[config.mk]
export PLATFORM = sky130hd
export DESIGN_NAME = framed_command_receiver_top
export DESIGN_NICKNAME = d
export VERILOG_FILES = /design/src/rtl/fcr_pkg.sv /design/src/rtl/fcr_front.sv /design/src/rtl/fcr_queue.sv /design/src/rtl/fcr_back.sv /design/src/rtl/framed_command_receiver_top.sv
export SDC_FILE = /design/constraint.sdc
export NUM_CORES = 1
export LEC_CHECK = 0
export BUFFER_PORTS_ARGS = -buffer_cell sky130_fd_sc_hd__buf_2
export CAP_MARGIN = 20
export CORE_MARGIN = 8
export CORE_UTILIZATION = 27
export CTS_CLUSTER_SIZE = 8
export DETAILED_ROUTE_END_ITERATION = 6
export PLACE_DENSITY = 0.46
export SLEW_MARGIN = 20
export SYNTH_ARGS = -nofsm -noshare
export SYNTH_HDL_FRONTEND = slang
export SYNTH_SLANG_ARGS = --single-unit
export TNS_END_PERCENT = 30
[constraint.sdc]
create_clock -name clk -period 7.07 [get_ports clk]
set_input_delay 1.7675 -clock clk [delete_from_list [all_inputs] [get_ports clk]]
set_output_delay 1.7675 -clock clk [all_outputs]
set_load 0.01 [all_outputs]
[src/rtl/fcr_pkg.sv]
// Shared types and constants of the framed command receiver.
// Used by the front, the queue, the back and the top level.
package fcr_pkg;

	localparam int MAX_FRAME_WORDS_DEF = 64;
	localparam int QUEUE_DEPTH_DEF     = 4;

	localparam logic [15:0] SYNC_FIRST  = 16'hAAAA;
	localparam logic [15:0] SYNC_SECOND = 16'h5555;
	localparam logic [15:0] SYNC_SUM    = 16'hFFFF;
	localparam logic [15:0] REPLY_BASE  = 16'h0006;

	localparam int CFG_IDX_W = 2;
	localparam logic [CFG_IDX_W-1:0] REG_REPLY_TYPE = 2'd0;
	localparam logic [CFG_IDX_W-1:0] REG_ACK_CODE   = 2'd1;
	localparam logic [CFG_IDX_W-1:0] REG_NAK_CODE   = 2'd2;

	typedef enum logic [2:0] {
		VD_ACK_CMD   = 3'd0,
		VD_REQUEST   = 3'd1,
		VD_QUEUE_FULL = 3'd2,
		VD_UNKNOWN   = 3'd3,
		VD_CHK_BAD   = 3'd4,
		VD_OVERLEN   = 3'd5
	} verdict_t;

	typedef struct packed {
		verdict_t    verdict;
		logic [15:0] seq_number;
		logic [7:0]  command_byte;
		logic [15:0] param_index;
		logic [15:0] param_low;
		logic [15:0] param_high;
		logic [15:0] computed_sum;
	} rec_t;

endpackage

[src/rtl/fcr_front.sv]
// Front part: sync hunt, frame collection, running sum and verdict.
// Depends on fcr_pkg; pushes one record per finished frame.
module fcr_front import fcr_pkg::*; #(
	parameter int MAX_FRAME_WORDS = MAX_FRAME_WORDS_DEF
) (
	input  logic        clk,
	input  logic        arst_n,
	input  logic        take,
	input  logic [15:0] word,
	input  logic        queue_full,
	output logic        push,
	output rec_t        rec
);

	localparam int CW = $clog2(MAX_FRAME_WORDS + 1);
	localparam logic [CW-1:0] CNT_MAX = CW'(MAX_FRAME_WORDS);
	localparam logic [CW-1:0] CNT_TWO = CW'(2);

	typedef enum logic [1:0] {
		HUNT_FIRST  = 2'd0,
		HUNT_SECOND = 2'd1,
		COLLECT     = 2'd2
	} phase_t;

	phase_t      phase_q;
	logic [CW-1:0] count_q;
	logic [15:0] len_q, sum_q, seq_q, idx_q, lo_q, hi_q;
	logic [7:0]  cmd_q;

	logic [CW-1:0] count_n;
	logic [15:0] len_n, seq_n, idx_n, lo_n, hi_n;
	logic [7:0]  cmd_n;
	logic        frame_end;
	verdict_t    vd;

	always_comb begin
		len_n = (count_q == CW'(2)) ? word : len_q;
		seq_n = (count_q == CW'(3)) ? word : seq_q;
		cmd_n = (count_q == CW'(4)) ? word[7:0] : cmd_q;
		idx_n = (count_q == CW'(5)) ? word : idx_q;
		lo_n  = (count_q == CW'(6)) ? word : lo_q;
		hi_n  = (count_q == CW'(7)) ? word : hi_q;
		count_n = count_q + CW'(1);
		frame_end = !((16'(count_n) < len_n) && (count_n < CNT_MAX));
		if (16'(count_n) < len_n) begin
			vd = VD_OVERLEN;
		end else if (sum_q != word) begin
			vd = VD_CHK_BAD;
		end else if (cmd_n[4:0] != 5'd0) begin
			vd = queue_full ? VD_QUEUE_FULL : VD_ACK_CMD;
		end else if (cmd_n[7:5] != 3'd0) begin
			vd = VD_REQUEST;
		end else begin
			vd = VD_UNKNOWN;
		end
	end

	assign push = take && (phase_q == COLLECT) && frame_end;

	always_comb begin
		rec.verdict      = vd;
		rec.seq_number   = seq_n;
		rec.command_byte = cmd_n;
		rec.param_index  = idx_n;
		rec.param_low    = lo_n;
		rec.param_high   = hi_n;
		rec.computed_sum = sum_q;
	end

	always_ff @(posedge clk or negedge arst_n) begin
		if (!arst_n) begin
			phase_q <= HUNT_FIRST;
			count_q <= '0;
			len_q   <= '0;
			sum_q   <= '0;
			seq_q   <= '0;
			cmd_q   <= '0;
			idx_q   <= '0;
			lo_q    <= '0;
			hi_q    <= '0;
		end else if (take) begin
			case (phase_q)
				HUNT_SECOND: begin
					if (word == SYNC_SECOND) begin
						phase_q <= COLLECT;
						count_q <= CNT_TWO;
						sum_q   <= SYNC_SUM;
						len_q   <= '0;
						seq_q   <= '0;
						cmd_q   <= '0;
						idx_q   <= '0;
						lo_q    <= '0;
						hi_q    <= '0;
					end else begin
						phase_q <= HUNT_FIRST;
					end
				end
				COLLECT: begin
					if (frame_end) begin
						phase_q <= HUNT_FIRST;
						count_q <= '0;
						len_q   <= '0;
						sum_q   <= '0;
						seq_q   <= '0;
						cmd_q   <= '0;
						idx_q   <= '0;
						lo_q    <= '0;
						hi_q    <= '0;
					end else begin
						count_q <= count_n;
						sum_q   <= sum_q + word;
						len_q   <= len_n;
						seq_q   <= seq_n;
						cmd_q   <= cmd_n;
						idx_q   <= idx_n;
						lo_q    <= lo_n;
						hi_q    <= hi_n;
					end
				end
				default: begin
					phase_q <= (word == SYNC_FIRST) ? HUNT_SECOND : HUNT_FIRST;
				end
			endcase
		end
	end

endmodule

[src/rtl/fcr_queue.sv]
// Short record queue between the front and the back part.
// Depends on fcr_pkg for the record type.
module fcr_queue import fcr_pkg::*; #(
	parameter int DEPTH = QUEUE_DEPTH_DEF
) (
	input  logic clk,
	input  logic arst_n,
	input  logic push,
	input  rec_t wdata,
	input  logic pop,
	output logic full,
	output logic nonempty,
	output rec_t rdata
);

	localparam int AW = (DEPTH > 1) ? $clog2(DEPTH) : 1;
	localparam int NW = $clog2(DEPTH + 1);
	localparam logic [AW-1:0] LAST = AW'(DEPTH - 1);

	rec_t          mem_q [DEPTH];
	logic [AW-1:0] wptr_q, rptr_q;
	logic [NW-1:0] fill_q;

	assign full     = (fill_q == NW'(DEPTH));
	assign nonempty = (fill_q != '0);
	assign rdata    = mem_q[rptr_q];

	always_ff @(posedge clk) begin
		if (push) begin
			mem_q[wptr_q] <= wdata;
		end
	end

	always_ff @(posedge clk or negedge arst_n) begin
		if (!arst_n) begin
			wptr_q <= '0;
			rptr_q <= '0;
			fill_q <= '0;
		end else begin
			if (push) begin
				wptr_q <= (wptr_q == LAST) ? '0 : wptr_q + AW'(1);
			end
			if (pop) begin
				rptr_q <= (rptr_q == LAST) ? '0 : rptr_q + AW'(1);
			end
			if (push && !pop) begin
				fill_q <= fill_q + NW'(1);
			end else if (pop && !push) begin
				fill_q <= fill_q - NW'(1);
			end
		end
	end

endmodule

[src/rtl/fcr_back.sv]
// Back part: reply checksum and the verdict output register.
// Depends on fcr_pkg; reads records from fcr_queue.
module fcr_back import fcr_pkg::*; (
	input  logic        clk,
	input  logic        arst_n,
	input  logic        q_nonempty,
	input  rec_t        q_rec,
	output logic        q_pop,
	input  logic [15:0] reply_type_q,
	input  logic [15:0] ack_code_q,
	input  logic [15:0] nak_code_q,
	output logic        verdict_valid,
	input  logic        verdict_ready,
	output rec_t        out_rec,
	output logic [15:0] reply_checksum
);

	logic        valid_q;
	rec_t        rec_q;
	logic [15:0] chk_q;
	logic [15:0] code;
	logic [15:0] chk_n;

	always_comb begin
		case (q_rec.verdict)
			VD_ACK_CMD: code = ack_code_q;
			default:    code = nak_code_q;
		endcase
		if (q_rec.verdict == VD_REQUEST) begin
			chk_n = '0;
		end else begin
			chk_n = REPLY_BASE + q_rec.seq_number + reply_type_q + code;
		end
	end

	assign q_pop          = q_nonempty && (!valid_q || verdict_ready);
	assign verdict_valid  = valid_q;
	assign out_rec        = rec_q;
	assign reply_checksum = chk_q;

	always_ff @(posedge clk) begin
		if (q_pop) begin
			rec_q <= q_rec;
			chk_q <= chk_n;
		end
	end

	always_ff @(posedge clk or negedge arst_n) begin
		if (!arst_n) begin
			valid_q <= 1'b0;
		end else if (q_pop) begin
			valid_q <= 1'b1;
		end else if (verdict_ready) begin
			valid_q <= 1'b0;
		end
	end

endmodule

[src/rtl/framed_command_receiver_top.sv]
// Framed command receiver: one link word per cycle unless stalled; one verdict per frame.
// Path: a frame's record is written into the record queue when its last word is taken, then into the output register.
// Throughput: one word per cycle; word_ready drops only when the record queue is full.
// Reset: asynchronous, hunts for the first sync word, registers to defaults.
// Depends on fcr_pkg, fcr_front, fcr_queue and fcr_back.
module framed_command_receiver_top import fcr_pkg::*; #(
	parameter int MAX_FRAME_WORDS = MAX_FRAME_WORDS_DEF,
	parameter int QUEUE_DEPTH     = QUEUE_DEPTH_DEF
) (
	input  logic                 clk,
	input  logic                 arst_n,
	input  logic                 cfg_we,
	input  logic [CFG_IDX_W-1:0] cfg_index,
	input  logic [15:0]          cfg_data,
	input  logic                 word_valid,
	output logic                 word_ready,
	input  logic [15:0]          word,
	input  logic                 queue_full,
	output logic                 verdict_valid,
	input  logic                 verdict_ready,
	output logic [2:0]           verdict,
	output logic [15:0]          seq_number,
	output logic [7:0]           command_byte,
	output logic [15:0]          param_index,
	output logic [15:0]          param_low,
	output logic [15:0]          param_high,
	output logic [15:0]          computed_sum,
	output logic [15:0]          reply_checksum
);

	logic [15:0] reply_type_q, ack_code_q, nak_code_q;
	logic        take, push, q_full, q_nonempty, q_pop;
	rec_t        f_rec, q_rec, out_rec;

	always_ff @(posedge clk or negedge arst_n) begin
		if (!arst_n) begin
			reply_type_q <= 16'd0;
			ack_code_q   <= 16'd0;
			nak_code_q   <= 16'd1;
		end else if (cfg_we) begin
			case (cfg_index)
				REG_REPLY_TYPE: reply_type_q <= cfg_data;
				REG_ACK_CODE:   ack_code_q   <= cfg_data;
				REG_NAK_CODE:   nak_code_q   <= cfg_data;
				default: ;
			endcase
		end
	end

	assign word_ready = !q_full;
	assign take       = word_valid && !q_full;

	fcr_front #(
		.MAX_FRAME_WORDS(MAX_FRAME_WORDS)
	) u_front (
		.clk        (clk),
		.arst_n     (arst_n),
		.take       (take),
		.word       (word),
		.queue_full (queue_full),
		.push       (push),
		.rec        (f_rec)
	);

	fcr_queue #(
		.DEPTH(QUEUE_DEPTH)
	) u_queue (
		.clk      (clk),
		.arst_n   (arst_n),
		.push     (push),
		.wdata    (f_rec),
		.pop      (q_pop),
		.full     (q_full),
		.nonempty (q_nonempty),
		.rdata    (q_rec)
	);

	fcr_back u_back (
		.clk            (clk),
		.arst_n         (arst_n),
		.q_nonempty     (q_nonempty),
		.q_rec          (q_rec),
		.q_pop          (q_pop),
		.reply_type_q   (reply_type_q),
		.ack_code_q     (ack_code_q),
		.nak_code_q     (nak_code_q),
		.verdict_valid  (verdict_valid),
		.verdict_ready  (verdict_ready),
		.out_rec        (out_rec),
		.reply_checksum (reply_checksum)
	);

	assign verdict      = out_rec.verdict;
	assign seq_number   = out_rec.seq_number;
	assign command_byte = out_rec.command_byte;
	assign param_index  = out_rec.param_index;
	assign param_low    = out_rec.param_low;
	assign param_high   = out_rec.param_high;
	assign computed_sum = out_rec.computed_sum;

endmodule
==> flow_summary.json <==
{
  "finalHoldViolCount": 0,
  "cts.sinks": 640,
  "drc": 0,
  "yosys-top-cells-count": "471 x edfxtp_1, 168 x dfrtp_1, 114 x mux2_2",
  "wire_per_inst_um": 21.52,
  "top_layer_used": "met5",
  "stdcell_area_mm2": 0.03149,
  "cpPeakStageDelay_ns": 0.80,
  "coreArea_mm2": 0.09784,
  "hpwl_um": 41600,
  "status": "finished clean",
  "synth-seq-cells": 640,
  "via_count": 14120,
  "grt_pass1_wl_um": 99560,
  "yosys-top-cells-area": "edfxtp_1 53%, dfrtp_1 16%, mux4_2 7.7%",
  "num_rows": 115,
  "cts_repair_resize_count": 0,
  "netlist.area_leader.share": 0.5337,
  "nets": 1856,
  "worst_ir_drop_vdd_mv": 0.2042,
  "rsz0062_at_grt": "no",
  "synth_edf_count": 471,
  "numCtsBuffers": 91,
  "area_growth_pct": 18.82,
  "arrival_ns": 5.91,
  "setup-violations-final": 0,
  "period_share": 0.7831,
  "dr_wl_met2_um": 32430,
  "p_per_area_mw_per_mm2": 373.9,
  "slowest_stage": "dfrtp_4",
  "start_util": 0.2708,
  "critPathMostFrequentCell": "ha_1",
  "antenna_found_initial": 6,
  "clock-root-buffer": "clkbuf_16",
  "drt_iter0_drc": 898,
  "postCtsHoldBufs": 0,
  "crit_required_ns": 7.45,
  "cts_tree": "built",
  "seq_area_frac_synth": 0.6934,
  "drive_gt1_frac": 0.2795,
  "ys_types": 65,
  "combPwrFrac": 0.243,
  "die_area_mm2": 0.1084,
  "fillers": 9577,
  "p_int_w": 0.008391,
  "max_freq_ghz": 0.1806,
  "path_cells": "mux4_2, nor3_2, mux2_2, fa_1, ha_1, ha_1, a211o_1, a21oi_1, a211oi_1, or2_2, o211ai_1, xnor2_1, o2bb2ai_1",
  "clkPwrFrac": 0.349,
  "syn_area_per_cell_um2": 17.04,
  "drv_cap": 0,
  "p_switching_w": 0.003379,
  "critPathMaxFanout": 31,
  "yosysWarnings": 0,
  "max_slew_margin": 0.2644,
  "min_period_ns": 5.536,
  "p_leak_nw": 11.95,
  "gr-usage-all-layers": 0.1217,
  "die_width_um": 329.3,
  "post_cts_buffers": 0,
  "critPathLaunch": "u_queue.rptr_q[0]",
  "max_slew.worst_pin.slew_ns": 1.097,
  "grt_pass1_vias": 15100,
  "ctsLongestPathBuffers": 3,
  "syn_inst": 1555,
  "ios": 149,
  "end_kind": "register",
  "seqPwrFrac": 0.408,
  "ant_nets": 0,
  "final.setup_skew_ns": 0.01864,
  "ys_async_sr_fraction": 0.2641,
  "clock_latency_ns": 0.64,
  "grt_overflow_total": 0,
  "place_area_mm2": 0.02877,
  "r2r-start": "u_queue.rptr_q[0]",
  "synth_flop_cell": "edfxtp_1",
  "cp-start-kind": "register",
  "yosysTopAreaCell": "edfxtp_1",
  "crit_type": "reg2reg",
  "hold_start": "u_front.cmd_q[3]",
  "gp_congestion": 0.7604,
  "yosysMostFrequentCell": "edfxtp_1",
  "firstDrtPassIters": 5,
  "swShare": 0.2871,
  "slew_violations": 0,
  "wl_met3_um": 2948,
  "grt_max_degree": 110,
  "wl_met1_um": 29620,
  "die_h_um": 329.3,
  "min_path_type": "reg2reg",
  "synth_area_mm2": 0.02650,
  "port_buffers": 148,
  "clkTransAtPathRegs_ns": 0.05,
  "via_per_inst": 4.567,
  "routed_wl_um": 66520,
  "htreeDepth": 3,
  "fin_setup_tns_ns": 0,
  "synthesis.nets": 1673
}
layout make-up:
type                            count  area [um2]  share of cell area
Antenna cell                        1       2.502          0.00007948
Clock buffer                      153        2615             0.08306
Clock inverter                      5       83.83            0.002663
Inverter                           65       244.0            0.007749
Multi-Input combinational cell    773        7614              0.2418
Sequential cell                   640       18380              0.5838
Tap cell                         1287        1610             0.05114
Timing Repair Buffer              167       934.6             0.02969
worst max-delay path, delay by kind of cell, from the launching register on:
family	cells	cell delay, ns
compound gates	5	1.13
xor+xnor	1	0.16
fa+ha+maj	3	1.07
flops	1	0.80
mux	2	1.06
simple gates	2	1.07
sequential cells by signal, indices dropped and copies added (netlist names), 2 cells and up:
name,cells
u_queue.mem_q,364
u_back.out_rec,91
ack_code_q,16
nak_code_q,16
reply_type_q,16
u_back.reply_checksum,16
u_front.hi_q,16
u_front.idx_q,16
u_front.len_q,16
u_front.lo_q,16
u_front.seq_q,16
u_front.sum_q,16
u_front.cmd_q,8
u_front.count_q,7
u_queue.fill_q,3
u_front.phase_q,2
u_queue.rptr_q,2
u_queue.wptr_q,2
power groups by stage:
stage | combinational, W | clock [W] | sequential, W
floorplan | 0.00190 | 0 | 0.00490
global placement | 0.00296 | 0 | 0.00488
detailed placement | 0.00294 | 0 | 0.00489
CTS | 0.00297 | 0.00427 | 0.00483
global route | 0.00321 | 0.00441 | 0.00486
finish | 0.00286 | 0.00411 | 0.00480
kinds of logic (layout without fill, tap and decap cells):
group	after synthesis	in the layout	share of synthesized area
fa+ha+maj	78	78	0.04193
xor+xnor	33	33	0.01143
other cells	0	1	0
simple gates	220	220	0.03990
flops	640	640	0.6934
compound gates	212	212	0.05647
buf+inv	142	390	0.02167
mux	230	230	0.1352
per-stage QoR:
stage               setup WS (ns)  total power, W    util  cells  hold slack [ns]
finish                      1.534         0.01177  0.3218   3091           0.4752
floorplan                  0.9841        0.006800       -   1555           0.4444
detailed placement          1.074        0.007838  0.2941   2932           0.4663
global placement            1.138        0.007848  0.2937   2931           0.4573
global route                1.136         0.01248  0.3218   3090           0.4936
CTS                         1.395         0.01207  0.3216   3090           0.4769
worst paths after layout:
check / cells past startpoint / to / slack (ns)
setup / recovery: 13 / u_back.reply_checksum[15] / 1.53
hold / removal: 2 / u_front.cmd_q[3] / 0.48
setup reg to reg: 13 / u_back.reply_checksum[15] / 1.53
hold reg to reg: 2 / u_front.cmd_q[3] / 0.48
max in group asynchronous: 2 / u_front.seq_q[1] / 4.83
min in group asynchronous: 1 / nak_code_q[7] / 1.13
routing by layer:
metal / vias to the layer above / track usage
met3: 117 / 0.02652
met4: 8 / 0.03846
met5: - / 0
li1: 6376 / -
met1: 7349 / 0.1576
met2: 268 / 0.2032
placed cells by master (no fill, tap or decap), drive strengths merged, types with 8 or more instances in the layout:
| master | count |
|---|---|
| edfxtp | 471 |
| dfrtp | 168 |
| buf | 167 |
| clkbuf | 153 |
| mux2 | 114 |
| mux4 | 91 |
| nand2 | 91 |
| inv | 68 |
| ha | 60 |
| a22o | 58 |
| o21ai | 49 |
| nor2 | 48 |
| a21oi | 42 |
| mux2i | 25 |
| nand3 | 19 |
| fa | 18 |
| xnor2 | 17 |
| xor2 | 15 |
| nor3 | 14 |
| o31ai | 13 |
| a21o | 13 |
| and2 | 8 |
(Power assumes the default switching activity.)
